## config.mk

```make
export PLATFORM = sky130hd
export DESIGN_NAME = ack_timeout_tracker
export DESIGN_NICKNAME = d
export VERILOG_FILES = /design/src/sv/att_pkg.sv /design/src/sv/att_slot_ram.sv /design/src/sv/ack_timeout_tracker.sv
export SDC_FILE = /design/constraint.sdc
export NUM_CORES = 1
export LEC_CHECK = 0
export ABC_AREA = 1
export ABC_CLOCK_PERIOD_IN_PS = 4700
export BUFFER_PORTS_ARGS = -buffer_cell sky130_fd_sc_hd__buf_2
export CORE_AREA = 4 4 237 239
export DETAILED_ROUTE_END_ITERATION = 6
export DIE_AREA = 0 0 241 243
export PLACE_DENSITY = 0.76
export SLEW_MARGIN = 20
export SYNTH_ARGS = -nofsm -noshare
export SYNTH_HDL_FRONTEND = slang
export SYNTH_HIERARCHICAL = 1
export SYNTH_SLANG_ARGS = --single-unit
```

## constraint.sdc

```tcl
create_clock -name clk -period 4.7 [get_ports clk]
set_input_delay 0.235 -clock clk [delete_from_list [all_inputs] [get_ports clk]]
set_output_delay 0.235 -clock clk [all_outputs]
set_load 0.02 [all_outputs]
```

## src/sv/att_pkg.sv

```systemverilog
// Shared types and codes for the acknowledgement timeout tracker.
`default_nettype none

package att_pkg;

    // Input item function codes.
    localparam logic [1:0] FUNC_REGISTER = 2'd0;
    localparam logic [1:0] FUNC_PACKET   = 2'd1;
    localparam logic [1:0] FUNC_TICK     = 2'd2;

    // Result event codes.
    localparam logic [2:0] EV_REGISTERED = 3'd0;
    localparam logic [2:0] EV_FULL       = 3'd1;
    localparam logic [2:0] EV_ACKED      = 3'd2;
    localparam logic [2:0] EV_NACKED     = 3'd3;
    localparam logic [2:0] EV_TIMEOUT    = 3'd4;

    // Configuration register indexes.
    localparam logic REG_ENABLE = 1'b0;

    // Most results a single item may produce.
    localparam int MAX_OUT = 8;
    localparam int CNT_W   = $clog2(MAX_OUT + 1);

    localparam int SEQ_W   = 8;
    localparam int TIME_W  = 32;
    localparam int LIMIT_W = 16;

    // One tracker entry as held in the slot memory.
    typedef struct packed {
        logic [SEQ_W-1:0]   seq;
        logic [TIME_W-1:0]  start;
        logic [LIMIT_W-1:0] limit;
    } slot_entry_t;

    localparam int ENTRY_W = $bits(slot_entry_t);

endpackage

`default_nettype wire

```

## src/sv/att_slot_ram.sv

```systemverilog
// Slot memory: one write port and one registered read port.
`default_nettype none

module att_slot_ram
    import att_pkg::*;
#(
    parameter int DEPTH = 8,
    parameter int AW    = 3
) (
    input  wire logic              clk,
    input  wire logic              wr_en,
    input  wire logic [AW-1:0]     wr_addr,
    input  wire slot_entry_t       wr_data,
    input  wire logic              rd_en,
    input  wire logic [AW-1:0]     rd_addr,
    output slot_entry_t            rd_data
);

    slot_entry_t mem [DEPTH];

    // Write port.
    always_ff @(posedge clk)
    begin
        if (wr_en)
        begin
            mem[wr_addr] <= wr_data;
        end
    end

    // Registered read port.
    always_ff @(posedge clk)
    begin
        if (rd_en)
        begin
            rd_data <= mem[rd_addr];
        end
    end

endmodule

`default_nettype wire

```

## src/sv/ack_timeout_tracker.sv

```systemverilog
// Top level of the acknowledgement timeout tracker.
`default_nettype none

// A transaction is taken when start is high and busy is low. A register
// item walks the busy flags one slot per cycle and claims the first free
// slot. A packet or tick item streams every slot through the slot memory's
// registered read port, one slot per cycle, and checks it with a single
// shared compare unit (sequence match or elapsed-time subtract and compare),
// visiting every slot however many events it finds. Each result is
// presented for exactly one cycle with done high; last marks the final
// result of the transaction, and the receiver cannot hold results off.
// No clearing pass is needed after reset.
module ack_timeout_tracker
    import att_pkg::*;
#(
    parameter int NUM_SLOTS = 8
) (
    input  wire logic        clk,
    input  wire logic        rst_n,
    // Command channel
    input  wire logic        start,
    output logic             busy,
    input  wire logic [1:0]  func,
    input  wire logic [7:0]  seq,
    input  wire logic [15:0] wait_limit,
    input  wire logic        is_ack,
    input  wire logic        ack_ok,
    // Result channel
    output logic             done,
    output logic [2:0]       event_res,
    output logic [2:0]       slot,
    output logic [7:0]       seq_out,
    output logic             last,
    // Configuration port
    input  wire logic        psel,
    input  wire logic        penable,
    input  wire logic        pwrite,
    input  wire logic [2:0]  paddr,
    input  wire logic [31:0] pwdata,
    output logic [31:0]      prdata,
    output logic             pready
);

    localparam int IDX_W = (NUM_SLOTS > 1) ? $clog2(NUM_SLOTS) : 1;
    localparam logic [IDX_W-1:0] LAST_IDX = IDX_W'(NUM_SLOTS - 1);

    typedef enum logic [1:0] {
        ST_IDLE,
        ST_SCAN,
        ST_FLUSH
    } state_t;

    state_t                 state_reg;
    logic                   enable_reg;
    logic [TIME_W-1:0]      time_now_reg;
    logic [NUM_SLOTS-1:0]   slot_busy_reg;

    // Latched command.
    logic [1:0]             func_reg;
    logic [SEQ_W-1:0]       seq_reg;
    logic [LIMIT_W-1:0]     limit_reg;
    logic [2:0]             pkt_ev_reg;

    // Scan pipeline: issue stage and check stage.
    logic [IDX_W-1:0]       idx_reg;
    logic                   issue_reg;
    logic [IDX_W-1:0]       chk_idx_reg;
    logic                   chk_valid_reg;
    logic [CNT_W-1:0]       found_cnt_reg;

    // Event held back until we know whether it is the last one.
    logic                   pend_valid_reg;
    logic [2:0]             pend_ev_reg;
    logic [2:0]             pend_slot_reg;
    logic [SEQ_W-1:0]       pend_seq_reg;

    // Result output registers.
    logic                   done_reg;
    logic [2:0]             event_res_reg;
    logic [2:0]             slot_reg;
    logic [SEQ_W-1:0]       seq_out_reg;
    logic                   last_reg;

    logic                   accept;
    logic                   cfg_write;
    logic                   scan_func;
    logic                   ram_wr_en;
    slot_entry_t            ram_wr_data;
    logic                   ram_rd_en;
    slot_entry_t            ram_rd_data;
    logic [TIME_W-1:0]      elapsed;
    logic                   hit;
    logic                   qualify;

    assign accept    = start && (state_reg == ST_IDLE);
    assign cfg_write = psel && penable && pwrite && pready;
    assign scan_func = (func_reg != FUNC_REGISTER);

    // Configuration port.
    assign pready = 1'b1;
    assign prdata = (paddr[2] == REG_ENABLE) ? {31'd0, enable_reg} : 32'd0;

    always_ff @(posedge clk or negedge rst_n)
    begin
        if (!rst_n)
        begin
            enable_reg <= 1'b1;
        end
        else if (cfg_write && (paddr[2] == REG_ENABLE))
        begin
            enable_reg <= pwdata[0];
        end
    end

    // Slot memory: written by a register item, read by the scan.
    assign ram_wr_en = (state_reg == ST_SCAN) && !scan_func && !slot_busy_reg[idx_reg];
    assign ram_wr_data = '{seq: seq_reg, start: time_now_reg, limit: limit_reg};
    assign ram_rd_en = (state_reg == ST_SCAN) && scan_func && issue_reg;

    att_slot_ram #(
        .DEPTH (NUM_SLOTS),
        .AW    (IDX_W)
    ) u_slot_ram (
        .clk     (clk),
        .wr_en   (ram_wr_en),
        .wr_addr (idx_reg),
        .wr_data (ram_wr_data),
        .rd_en   (ram_rd_en),
        .rd_addr (idx_reg),
        .rd_data (ram_rd_data)
    );

    // Shared check unit: sequence match for packets, elapsed-time compare for ticks.
    assign elapsed = time_now_reg - ram_rd_data.start;

    always_comb
    begin
        unique case (func_reg)
            FUNC_PACKET: hit = (ram_rd_data.seq == seq_reg);
            FUNC_TICK:   hit = (elapsed >= {{(TIME_W - LIMIT_W){1'b0}}, ram_rd_data.limit});
            default:     hit = 1'b0;
        endcase
    end

    assign qualify = (state_reg == ST_SCAN) && chk_valid_reg && enable_reg
                     && slot_busy_reg[chk_idx_reg] && hit
                     && (found_cnt_reg < CNT_W'(MAX_OUT));

    // Sequencer with its registered outputs.
    always_ff @(posedge clk or negedge rst_n)
    begin
        if (!rst_n)
        begin
            state_reg      <= ST_IDLE;
            time_now_reg   <= '0;
            slot_busy_reg  <= '0;
            func_reg       <= FUNC_REGISTER;
            seq_reg        <= '0;
            limit_reg      <= '0;
            pkt_ev_reg     <= EV_ACKED;
            idx_reg        <= '0;
            issue_reg      <= 1'b0;
            chk_idx_reg    <= '0;
            chk_valid_reg  <= 1'b0;
            found_cnt_reg  <= '0;
            pend_valid_reg <= 1'b0;
            pend_ev_reg    <= EV_ACKED;
            pend_slot_reg  <= '0;
            pend_seq_reg   <= '0;
            done_reg       <= 1'b0;
            event_res_reg  <= EV_REGISTERED;
            slot_reg       <= '0;
            seq_out_reg    <= '0;
            last_reg       <= 1'b0;
        end
        else
        begin
            done_reg <= 1'b0;
            unique case (state_reg)
                ST_IDLE:
                begin
                    if (accept)
                    begin
                        func_reg       <= func;
                        seq_reg        <= seq;
                        limit_reg      <= wait_limit;
                        pkt_ev_reg     <= (is_ack && !ack_ok) ? EV_NACKED : EV_ACKED;
                        idx_reg        <= '0;
                        issue_reg      <= 1'b1;
                        chk_valid_reg  <= 1'b0;
                        found_cnt_reg  <= '0;
                        pend_valid_reg <= 1'b0;
                        state_reg      <= ST_SCAN;
                        if (func == FUNC_TICK)
                        begin
                            time_now_reg <= time_now_reg + TIME_W'(1);
                        end
                    end
                end

                ST_SCAN:
                begin
                    if (!scan_func)
                    begin
                        // Register item: claim the lowest free slot.
                        if (!slot_busy_reg[idx_reg])
                        begin
                            slot_busy_reg[idx_reg] <= 1'b1;
                            done_reg      <= 1'b1;
                            event_res_reg <= EV_REGISTERED;
                            slot_reg      <= 3'(idx_reg);
                            seq_out_reg   <= seq_reg;
                            last_reg      <= 1'b1;
                            state_reg     <= ST_IDLE;
                        end
                        else if (idx_reg == LAST_IDX)
                        begin
                            done_reg      <= 1'b1;
                            event_res_reg <= EV_FULL;
                            slot_reg      <= '0;
                            seq_out_reg   <= seq_reg;
                            last_reg      <= 1'b1;
                            state_reg     <= ST_IDLE;
                        end
                        else
                        begin
                            idx_reg <= idx_reg + IDX_W'(1);
                        end
                    end
                    else
                    begin
                        // Issue stage: read the next slot.
                        chk_valid_reg <= issue_reg;
                        chk_idx_reg   <= idx_reg;
                        if (issue_reg)
                        begin
                            if (idx_reg == LAST_IDX)
                            begin
                                issue_reg <= 1'b0;
                            end
                            else
                            begin
                                idx_reg <= idx_reg + IDX_W'(1);
                            end
                        end

                        // Check stage: release the held event when a new one is found.
                        if (qualify)
                        begin
                            slot_busy_reg[chk_idx_reg] <= 1'b0;
                            found_cnt_reg  <= found_cnt_reg + CNT_W'(1);
                            pend_valid_reg <= 1'b1;
                            pend_ev_reg    <= (func_reg == FUNC_TICK) ? EV_TIMEOUT : pkt_ev_reg;
                            pend_slot_reg  <= 3'(chk_idx_reg);
                            pend_seq_reg   <= ram_rd_data.seq;
                            if (pend_valid_reg)
                            begin
                                done_reg      <= 1'b1;
                                event_res_reg <= pend_ev_reg;
                                slot_reg      <= pend_slot_reg;
                                seq_out_reg   <= pend_seq_reg;
                                last_reg      <= 1'b0;
                            end
                        end

                        if (chk_valid_reg && (chk_idx_reg == LAST_IDX))
                        begin
                            state_reg <= ST_FLUSH;
                        end
                    end
                end

                ST_FLUSH:
                begin
                    // The held event, if any, is the final one.
                    if (pend_valid_reg)
                    begin
                        done_reg      <= 1'b1;
                        event_res_reg <= pend_ev_reg;
                        slot_reg      <= pend_slot_reg;
                        seq_out_reg   <= pend_seq_reg;
                        last_reg      <= 1'b1;
                    end
                    pend_valid_reg <= 1'b0;
                    chk_valid_reg  <= 1'b0;
                    state_reg      <= ST_IDLE;
                end

                default:
                begin
                    state_reg <= ST_IDLE;
                end
            endcase
        end
    end

    assign busy      = (state_reg != ST_IDLE);
    assign done      = done_reg;
    assign event_res = event_res_reg;
    assign slot      = slot_reg;
    assign seq_out   = seq_out_reg;
    assign last      = last_reg;

    // The final result of a transaction is never followed directly by another.
    assert property (@(posedge clk) disable iff (!rst_n)
        done && last |=> !done)
        else $error("result strobe right after a final result");

    // A result that is not the final one arrives while the transaction is still open.
    assert property (@(posedge clk) disable iff (!rst_n)
        done && !last |-> busy)
        else $error("non-final result after the transaction closed");

    // An accepted transaction holds off the next one from the following cycle, with no result in that cycle.
    assert property (@(posedge clk) disable iff (!rst_n)
        start && !busy |=> busy && !done)
        else $error("accepted transaction did not start a scan");

    // Event codes stay within the defined set.
    assert property (@(posedge clk) disable iff (!rst_n)
        done |-> (event_res == EV_REGISTERED) || (event_res == EV_FULL)
              || (event_res == EV_ACKED) || (event_res == EV_NACKED)
              || (event_res == EV_TIMEOUT))
        else $error("undefined event code on the result port");

endmodule

`default_nettype wire
```

Yosys cells after proc, flatten, opt, wreduce, memory -nomap -nowiden:

Memories as Yosys holds them, arrays and structs flattened. A register that Yosys moved wholly into a read port is not among the register bits.
Cells that the tools add are included.
W data, S select, Z words.

* register bits after elaboration: 115
* word-level logic and storage cells: 171
* input port bits: 69
* memories kept: 1
* output and inout port bits: 50
* bits in writable memories: 448

* reduce and logical (&&, ||, !) cells: 39
* add/sub/neg operators: 4
* $lt $le $gt $ge: 6
* equal/unequal tests: 20
* muxes and demuxes: 75
* bitwise operators: 4

Memories
* u_slot_ram.mem: depth 8, bits a word 56, rd ports 1, clocked after memory_dff 1, write ports 1, line att_slot_ram.sv:19 `slot_entry_t mem [DEPTH];`

Operators by type and width (count)
* $mux W8: 8
* $mux W3: 16
* $add A32 B1 Y32 const B: 1
* $ge A32 B16 Y1: 1
* $sub A32 B32 Y32: 1
* $mux W1: 27
* $reduce_and A3 Y1: 7
* $pmux W3 S2: 3
* $logic_and A1 B1 Y1: 17
* $pmux W8 S2: 1
* $mux W4: 3
* $reduce_and A4 Y1: 3
* $mux W2: 5
* $ne A2 B2 Y1 const B: 5
* $ne A3 B3 Y1 const B: 3
* $and A8 B8 Y8: 1
* $eq A8 B8 Y1: 1
* $lt A3 B4 Y1 const B: 2
* $not A8 Y8: 1
* $or A8 B8 Y8: 1
* $pmux W1 S2: 4
* $pmux W4 S2: 1
* $reduce_bool A2 Y1: 4
* $bmux W1 S3: 2
* 19 further kinds: 30

Longest topological paths before layout:

Gate-level depths: netlist (run 1).

* depth after elaboration: 9
* gate-level depth with buffers: 29
* mapped depth without buffers: 28

Cells and area by module:

Netlist (run 1), hierarchy kept.

Modules (own cells, without submodules)
* att_slot_ram: seq. area each 15134.5 sq um, cells an instance 2010, area each 21260.4 sq um, instances 1
* ack_timeout_tracker: seq. area each 2830.2 sq um, cells an instance 1323, area each 8871.0 sq um, instances 1

Worst setup path after synthesis (run 1):

Ideal clock, no wire load.

* path type: reg2reg
* from: register idx_reg[2]
* to: memory u_slot_ram/mem[1][0] (netlist name) (enable)
* stages on the path, launching flop included: 10
* data arrival time: 4008 ps
* buffers on the path: 1
* period minus slack after synthesis: 4478 ps
* data required time: 4230 ps
* library setup time: 470 ps
* setup slack: 222 ps
* cells stage by stage: dfrtp_1 -> buf_2 -> inv_1 -> nand3_1 -> nor2_1 -> a2111oi_0 -> nand2_1 -> nor2_1 -> nand2_1 -> nor2_1

* cells in the longest elaborated chain, start to end: 6

RTL lines
* from (decl): line ack_timeout_tracker.sv:65 `logic [IDX_W-1:0] idx_reg;`
* from (signal assigned): line ack_timeout_tracker.sv:227 `idx_reg <= idx_reg + IDX_W'(1);`
* from (signal assigned): line ack_timeout_tracker.sv:243 `idx_reg <= idx_reg + IDX_W'(1);`
* $bmux W1 S3: line ack_timeout_tracker.sv:116 `assign ram_wr_en = (state_reg == ST_SCAN) && !scan_func && !slot_busy_reg[idx_reg];`
* $mux W1 (implied by the code): line ack_timeout_tracker.sv:116
* $logic_not A1 Y1
* $logic_and A1 B1 Y1: line ack_timeout_tracker.sv:116
* net ram_wr_en: line ack_timeout_tracker.sv:87 `logic ram_wr_en;`
* $mux W1: line att_slot_ram.sv:24 `if (wr_en)`
* $mux W1 (implied by the code): line att_slot_ram.sv:26 `mem[wr_addr] <= wr_data;`
* to (decl): line att_slot_ram.sv:19

The timed path passes the listed nets, and every way through them passes these cells. The select of a mux whose other input is x is not followed.

Worst setup path in the final report (run 1):

* from: register time_now_reg[0]
* to: register pend_ev_reg[2]

* cells in the longest elaborated chain, start to end: 6

RTL lines
* from (decl): line ack_timeout_tracker.sv:55 `logic [TIME_W-1:0] time_now_reg;`
* from (signal assigned): line ack_timeout_tracker.sv:196 `time_now_reg <= time_now_reg + TIME_W'(1);`
* $sub A32 B32 Y32: line ack_timeout_tracker.sv:134 `assign elapsed = time_now_reg - ram_rd_data.start;`
* $ge A32 B16 Y1: line ack_timeout_tracker.sv:140 `FUNC_TICK: hit = (elapsed >= {{(TIME_W - LIMIT_W){1'b0}}, ram_rd_data.limit});`
* $pmux W1 S2: line ack_timeout_tracker.sv:138 `unique case (func_reg)`
* $logic_and A1 B1 Y1: line ack_timeout_tracker.sv:146 `&& slot_busy_reg[chk_idx_reg] && hit`
* $logic_and A1 B1 Y1: line ack_timeout_tracker.sv:147 `&& (found_cnt_reg < CNT_W'(MAX_OUT));`
* $reduce_and A3 Y1 (no line)
* to (signal assigned): line ack_timeout_tracker.sv:253 `pend_ev_reg <= (func_reg == FUNC_TICK) ? EV_TIMEOUT : pkt_ev_reg;`
* to (decl): line ack_timeout_tracker.sv:73 `logic [2:0] pend_ev_reg;`

Every way passes these cells.
A chain may end at the register's enable or synchronous reset.

==> results.ini, run 1 <==
[logic_synthesis]
syn_area_um2 = 30100
syn_area_per_cell_um2 = 9.04
synth_commonest_cells = nand2_1 (1192), inv_1 (685), edfxtp_1 (504)
netlist.area_leader.share_pct = 50.2
synth_cells = 3333
synth_edf_count = 504
yosys.area.top_type = edfxtp_1
synthDistinctLibCells = 51
ys_seq_area_share_pct = 59.6
synth.most_common_cell = nand2_1
ys_ff_latch = 617
synthArstFlopShare_pct = 18.3
synth_area_leaders = edfxtp_1 (50%), nand2_1 (15%), dfrtp_1 (9.2%)
synth_warnings = 6
synth_top_flop_cell = edfxtp_1

[route]
num_vias = 21200
dr.pass1.iters = 6
wl_um = 66400
drt_iter0_drc = 1882
viasPerCell = 5.10
drc_errors = 0
wl_per_cell_um = 16.0
ant_nets = 0

[pwr]
p_sw_share_pct = 35.7
irDropWorstVdd_mv = 0.575
total_power_mw = 18.2
combPwrFrac_pct = 30.1
p_per_area_nw_per_um2 = 545
seq_power_share_pct = 42.7
p_int_mw = 11.7
power_switching_mw = 6.50
p_leak_nw = 16.3
clkPwrFrac_pct = 27.2

[finish]
drive_gt1_share_pct = 6.50
fin_nets = 3538
fillCellCount = 4252
area_growth_pct = 10.8
largest_reg_flops = 448
diodes = 0
postLayoutCellArea_um2 = 33400

[floorplan]
rows = 85
core_um2 = 53800
die_x_um = 241
initial_core_util_pct = 56.0
die_area_um2 = 58600
fp.dieH_um = 243
ioPinCount = 119

[critical_path]
setup.worst_path.class = flop to flop
cp_max_fo = 18
worstPathArrival_ns = 4.73
worstSetupEndpointType = flop
startpoint_type = flop
crit_required_ns = 5.23

[place]
gp_congestion = 0.919
post-dp-hpwl_um = 38200
preCtsSetupSlack_ns = 0.572
placement.io_buffers = 53
placed_area_um2 = 31000

[hold_path]
hp-class = input port to async pin

[sta]
setup_violations = 0
fin_tns_setup_ns = 0
min_period_ns = 4.20
clock_skew_ns = 0.0391
period_share_pct = 89.3
worst_slew_pin_slew_ns = 0.932
setup_slack_ns = 0.502
maxSlewViolCount = 0
relSlewSlack_pct = 37.3
fmax_mhz = 238
hold_viol_final = 0
grt_setup_unrepaired = false

[run_status]
status = finished, final reports clean

[global_route]
grt_pass1_vias = 20600
track_usage_pct = 22.6
antenna_found_initial = 0
grt-ovfl-total = 0
grt_max_degree = 97
grt_pass1_wl_um = 106000

[clock_tree]
clockRootBuffer = clkbuf_16
clk_latency_ns = 0.65
numCtsBuffers = 60
cts_sinks = 617
clock_path_buffers = 3
h-tree-depth = 2
clkTransAtPathRegs_ns = 0.06
post_cts_buffers = 0
cts_tree = done

[flow_run]
drv_cap = 0

-- final timing paths --
check | startpoint | endpoint | slack [ns] | cells past startpoint
min in group clk | start | state_reg[0]$_DFFE_PN0P_ | 0.16 | 5
max reg2reg | time_now_reg[0]$_DFFE_PN0P_ | pend_ev_reg[2]$_DFFE_PN0P_ | 0.50 | 24
max in group asynchronous | rst_n | idx_reg[1]$_DFFE_PN0P_ | 3.39 | 3
min | rst_n | pend_seq_reg[1]$_DFFE_PN0P_ | 0.15 | 2
max | time_now_reg[0]$_DFFE_PN0P_ | pend_ev_reg[2]$_DFFE_PN0P_ | 0.50 | 24
min reg2reg | pend_ev_reg[0]$_DFFE_PN0P_ | pend_ev_reg[0]$_DFFE_PN0P_ | 0.48 | 2
-- placed cells by master, fill, tap and decap left out, types with 6 or more instances in the layout --
cell type and count:
nor2_1 84, xnor2_1 12, clkinv_2 6, buf_2 52, clkbuf_8 8, dfrtp_1 108
ha_1 59, dlygate4sd3_1 32, nand2_1 1192, nand3_1 288, buf_12 10, inv_1 684
nor3_1 21, conb_1 32, edfxtp_1 504, clkbuf_1 19, clkinv_1 7, and2_1 6
nor2_4 10, bufinv_16 7, xor2_1 42, buf_4 26, a21oi_1 41, o21ai_0 43
nand4_1 16, nand2_2 9, o21ai_1 14, clkbuf_16 60
-- through the flow --
step | hold WS [ns] | utilization [%] | instances
after CTS | 0.132 | 62.0 | 4157
after global routing | 0.185 | 62.0 | 4157
after detailed placement | 0.279 | 57.6 | 4011
final | 0.147 | 62.0 | 4157
after global placement | 0.277 | 57.6 | 4011
after floorplan | -0.0606 | - | 3363
-- area by class of cell --
type / instances / area [um^2] / share of cell area, %
sequential: 617 / 18000 / 53.8
multi-input combinational: 1920 / 8900 / 26.7
inverter: 690 / 2600 / 7.78
clock buffer: 87 / 1680 / 5.04
timing repair buffer: 120 / 976 / 2.92
tap: 696 / 871 / 2.61
clock inverter: 27 / 377 / 1.13
-- critical path, stage by stage (launching register included) --
cell and delay [ns]:
dfrtp_1 0.54, inv_1 0.11, ha_1 0.24, fa_1 0.43
inv_1 0.12, nand2_1 0.06, nand2_1 0.08, and2_1 0.16
xor2_1 0.21, ha_1 0.18, a21oi_1 0.06, o21a_1 0.16
nand2_1 0.06, nand2_1 0.07, a21oi_1 0.14, nor2_1 0.07
nand3_1 0.08, nor2_1 0.05, nand2_1 0.15, nand2_1 0.09
nand2_2 0.09, nand3_2 0.28, inv_1 0.37, nand2_1 0.13
o21a_1 0.13
-- cell families after synthesis --
| logic type | share of synthesized area [%] |
|---|---|
| other | 0.0249 |
| AND/OR/NAND/NOR | 22.7 |
| flip-flops | 59.6 |
| XOR/XNOR | 1.57 |
| AO/OA/AOI/OAI | 2.12 |
| buffers and inverters | 11.4 |
| adder cells (fa/ha/maj) | 2.52 |
-- repair_timing --
action | CTS | global route
gates resized for setup | 0 | 0
hold endpoints to repair | 71 | 0
hold buffers | 32 | 0
-- power groups by stage --
stage                     clock network (mW)  logic, mW  registers, mW
after global placement                     0       5.23           7.85
after detailed placement                   0       5.36           7.88
final                                   4.95       5.48           7.78
after floorplan                            0       4.04           7.71
after global routing                    5.27       6.20           7.89
after CTS                               5.02       5.46           7.78
-- metal layers --
layer  wire [um]  global-route usage [%]
met1       28400                    30.5
met2       32300                    38.7
met3        4160                    2.75
met4        1560                    6.72
met5           0                       0
Power figures use the tool's default switching activity.
==> run 2: changes to the inputs <==
Settings changed: CELL_PAD_IN_SITES_DETAIL_PLACEMENT set to 0, CELL_PAD_IN_SITES_GLOBAL_PLACEMENT set to 1, CORE_AREA 4 4 237 239 to 4 4 267 269, DIE_AREA 0 0 241 243 to 0 0 271 273, PLACE_DENSITY 0.76 to unset, PLACE_DENSITY_LB_ADDON set to 0.1.
==> run 2 against run 1 <==
- clock-buffer cell count increased by 3
- first-iteration DRC count decreased by 36%
- setup slack got worse by 0.019 ns
- largest power group unchanged
- sequential share of layout area decreased by 0.79 points
- routed wire length increased by 11%
==> results.ini, run 2 (synthesized netlist as in run 1, its figures left out) <==
[critical_path]
crit_slowest_cell = dfrtp_1
cp_max_fo = 27  ; +9
crit_buf_inv = 2  ; -1
crit_family = simple AND/OR/NAND/NOR gates
critPathMaxStageDelay_ns = 0.54  ; about the same
startpoint_type = flop
crit_required_ns = 5.22  ; about the same
worstPathArrival_ns = 4.73  ; about the same
path_common_cell = nand2_1
worstSetupEndpointType = flop
setup.worst_path.class = flop to flop

[floorplan]
die_x_um = 271  ; +12%
core_um2 = 68600  ; +27%
die_area_um2 = 74000  ; +26%
initial_core_util_pct = 43.9  ; -12 points
rows = 96  ; +13%
fp.dieH_um = 273  ; +12%
ioPinCount = 119  ; unchanged

[finish]
postLayoutCellArea_um2 = 33900  ; +1.5%
fin_nets = 3553  ; +0.42%
area_growth_pct = 12.4
largest_reg_flops = 448  ; unchanged
final_common_cell = nand2_1
diodes = 0  ; unchanged
drive_gt1_share_pct = 7.07  ; +0.57 points
final_cell_mix = nand2_1 (1192), inv_1 (684), edfxtp_1 (504), nand3_1 (288), dfrtp_1 (108)
final_util_pct = 49.4  ; -13 points

[route]
ant_nets = 0  ; unchanged
dr.pass1.iters = 5  ; -1
drc_errors = 0  ; unchanged
drt_iter0_drc = 1198  ; -36%
viasPerCell = 4.74  ; -7.0%
wl_um = 73400  ; +11%
wl_per_cell_um = 16.6  ; +4.2%
num_vias = 20900  ; -1.3%

[pwr]
combPwrFrac_pct = 30.0  ; about the same
p_int_mw = 11.9  ; +1.9%
p_per_area_nw_per_um2 = 549  ; +0.72%
irDropWorstVdd_mv = 0.332  ; -42%
p_leak_nw = 16.5  ; +0.88%
power_switching_mw = 6.68  ; +2.8%
seq_power_share_pct = 41.6  ; -1.1 points
clkPwrFrac_pct = 28.4  ; +1.2 points
p_sw_share_pct = 35.9  ; +0.19 points

[sta]
maxSlewViolCount = 0  ; unchanged
period_share_pct = 89.7  ; +0.41 points
relSlewSlack_pct = 37.4  ; +0.080 points
clock_skew_ns = 0.0187  ; -0.0204 ns
setup_violations = 0  ; unchanged
fmax_mhz = 237  ; -0.46%
fin_tns_setup_ns = 0  ; unchanged
grt_setup_unrepaired = false
setup_slack_ns = 0.483  ; -0.0194 ns
worst_slew_pin_slew_ns = 0.939  ; +0.00739 ns
min_period_ns = 4.22  ; +0.0194 ns
hold_viol_final = 0  ; unchanged

[clock_tree]
ctsResizeCount = 0  ; unchanged
clockRootBuffer = clkbuf_16
h-tree-depth = 3  ; +1
clk_latency_ns = 0.60  ; -0.05 ns
clock_path_buffers = 3  ; unchanged
cts_sinks = 617  ; unchanged
clkTransAtPathRegs_ns = 0.06  ; about the same
numCtsBuffers = 68  ; +13%
cts_tree = done

[global_route]
grtUsageMet2_pct = 34.5  ; -4.2 points
grt_max_degree = 85  ; -12%
use_met1_pct = 26.4  ; -4.1 points
track_usage_pct = 19.9  ; -2.7 points
grt_pass1_vias = 20600  ; -0.23%
grt_pass1_wl_um = 115000  ; +9.0%
grt-ovfl-total = 0  ; unchanged
antenna_found_initial = 1  ; +1
grt.busiest_layer = met2
use_met3_pct = 2.72  ; -0.026 points

[place]
placement.io_buffers = 53  ; unchanged
preCtsSetupSlack_ns = 0.476  ; -0.0962 ns
placed_area_um2 = 31300  ; +0.96%
post-dp-hpwl_um = 43500  ; +14%
gp_congestion = 0.853  ; -7.1%

[flow_run]
drv_cap = 0  ; unchanged

[hold_path]
hp-class = input port to flop

[run_status]
status = finished, final reports clean

[run 2: power groups by stage]
stage               Clock (mW)  Sequential [mW]  Combinational [mW]
CTS                       5.45             7.76                5.67
global route              5.69             7.86                6.38
global placement             0             7.82                5.55
detailed placement           0             7.86                5.60
finish                    5.29             7.75                5.58
floorplan                    0             7.71                4.04
[run 2: cell type report]
| type | instances | area (um^2) |
|---|---|---|
| Timing Repair Buffer | 127 | 985 |
| Clock buffer | 90 | 1860 |
| Inverter | 690 | 2600 |
| Multi-Input combinational cell | 1920 | 8900 |
| Fill cell | 6364 | 34700 |
| Tap cell | 931 | 1160 |
| Sequential cell | 617 | 18000 |
| Clock inverter | 36 | 383 |
[run 2: routing by layer]
metal / wire length [um] / share of wire [%]
met3: 2580 / 3.5
met5: 0 / 0
met1: 33700 / 46
met4: 1490 / 2.0
met2: 35600 / 49
[run 2: worst register-to-register path: cells and delay by family (launching register included)]
family	cells	cell delay (ns)
adder cells (fa/ha/maj)	3	0.92
buffers and inverters	2	0.25
AND/OR/NAND/NOR	17	1.94
AO/OA/AOI/OAI	2	0.29
XOR/XNOR	1	0.20
flip-flops	1	0.54
[run 2: metrics by stage]
step | total power [mW] | hold WS [ns] | std cells
floorplan | 11.7 | -0.0606 | 3363
global placement | 13.4 | 0.383 | 4252
detailed placement | 13.5 | 0.398 | 4252
CTS | 18.9 | 0.156 | 4411
global route | 19.9 | 0.201 | 4411
finish | 18.6 | 0.200 | 4411
[run 2: final timing paths]
| kind | slack [ns] | depth (start not counted) | startpoint | endpoint |
|---|---|---|---|---|
| worst min register to register | 0.47 | 2 | pend_ev_reg[1]$_DFFE_PN1P_ | pend_ev_reg[1]$_DFFE_PN1P_ |
| max in group asynchronous | 3.31 | 3 | rst_n | idx_reg[1]$_DFFE_PN0P_ |
| worst max register to register | 0.48 | 25 | time_now_reg[0]$_DFFE_PN0P_ | seq_out[5]$_DFFE_PN0P_ |
| min in group asynchronous | 0.30 | 2 | rst_n | seq_out[1]$_DFFE_PN0P_ |
| worst min-delay path | 0.20 | 7 | start | time_now_reg[1]$_DFFE_PN0P_ |
| worst max-delay path | 0.48 | 25 | time_now_reg[0]$_DFFE_PN0P_ | seq_out[5]$_DFFE_PN0P_ |
[run 2: timing repair]
| item | 4_1_cts | 5_1_grt |
|---|---|---|
| hold buffers | 33 | 0 |
| endpoints found under the hold margin | 111 | 0 |
| buffers inserted | 0 | 0 |
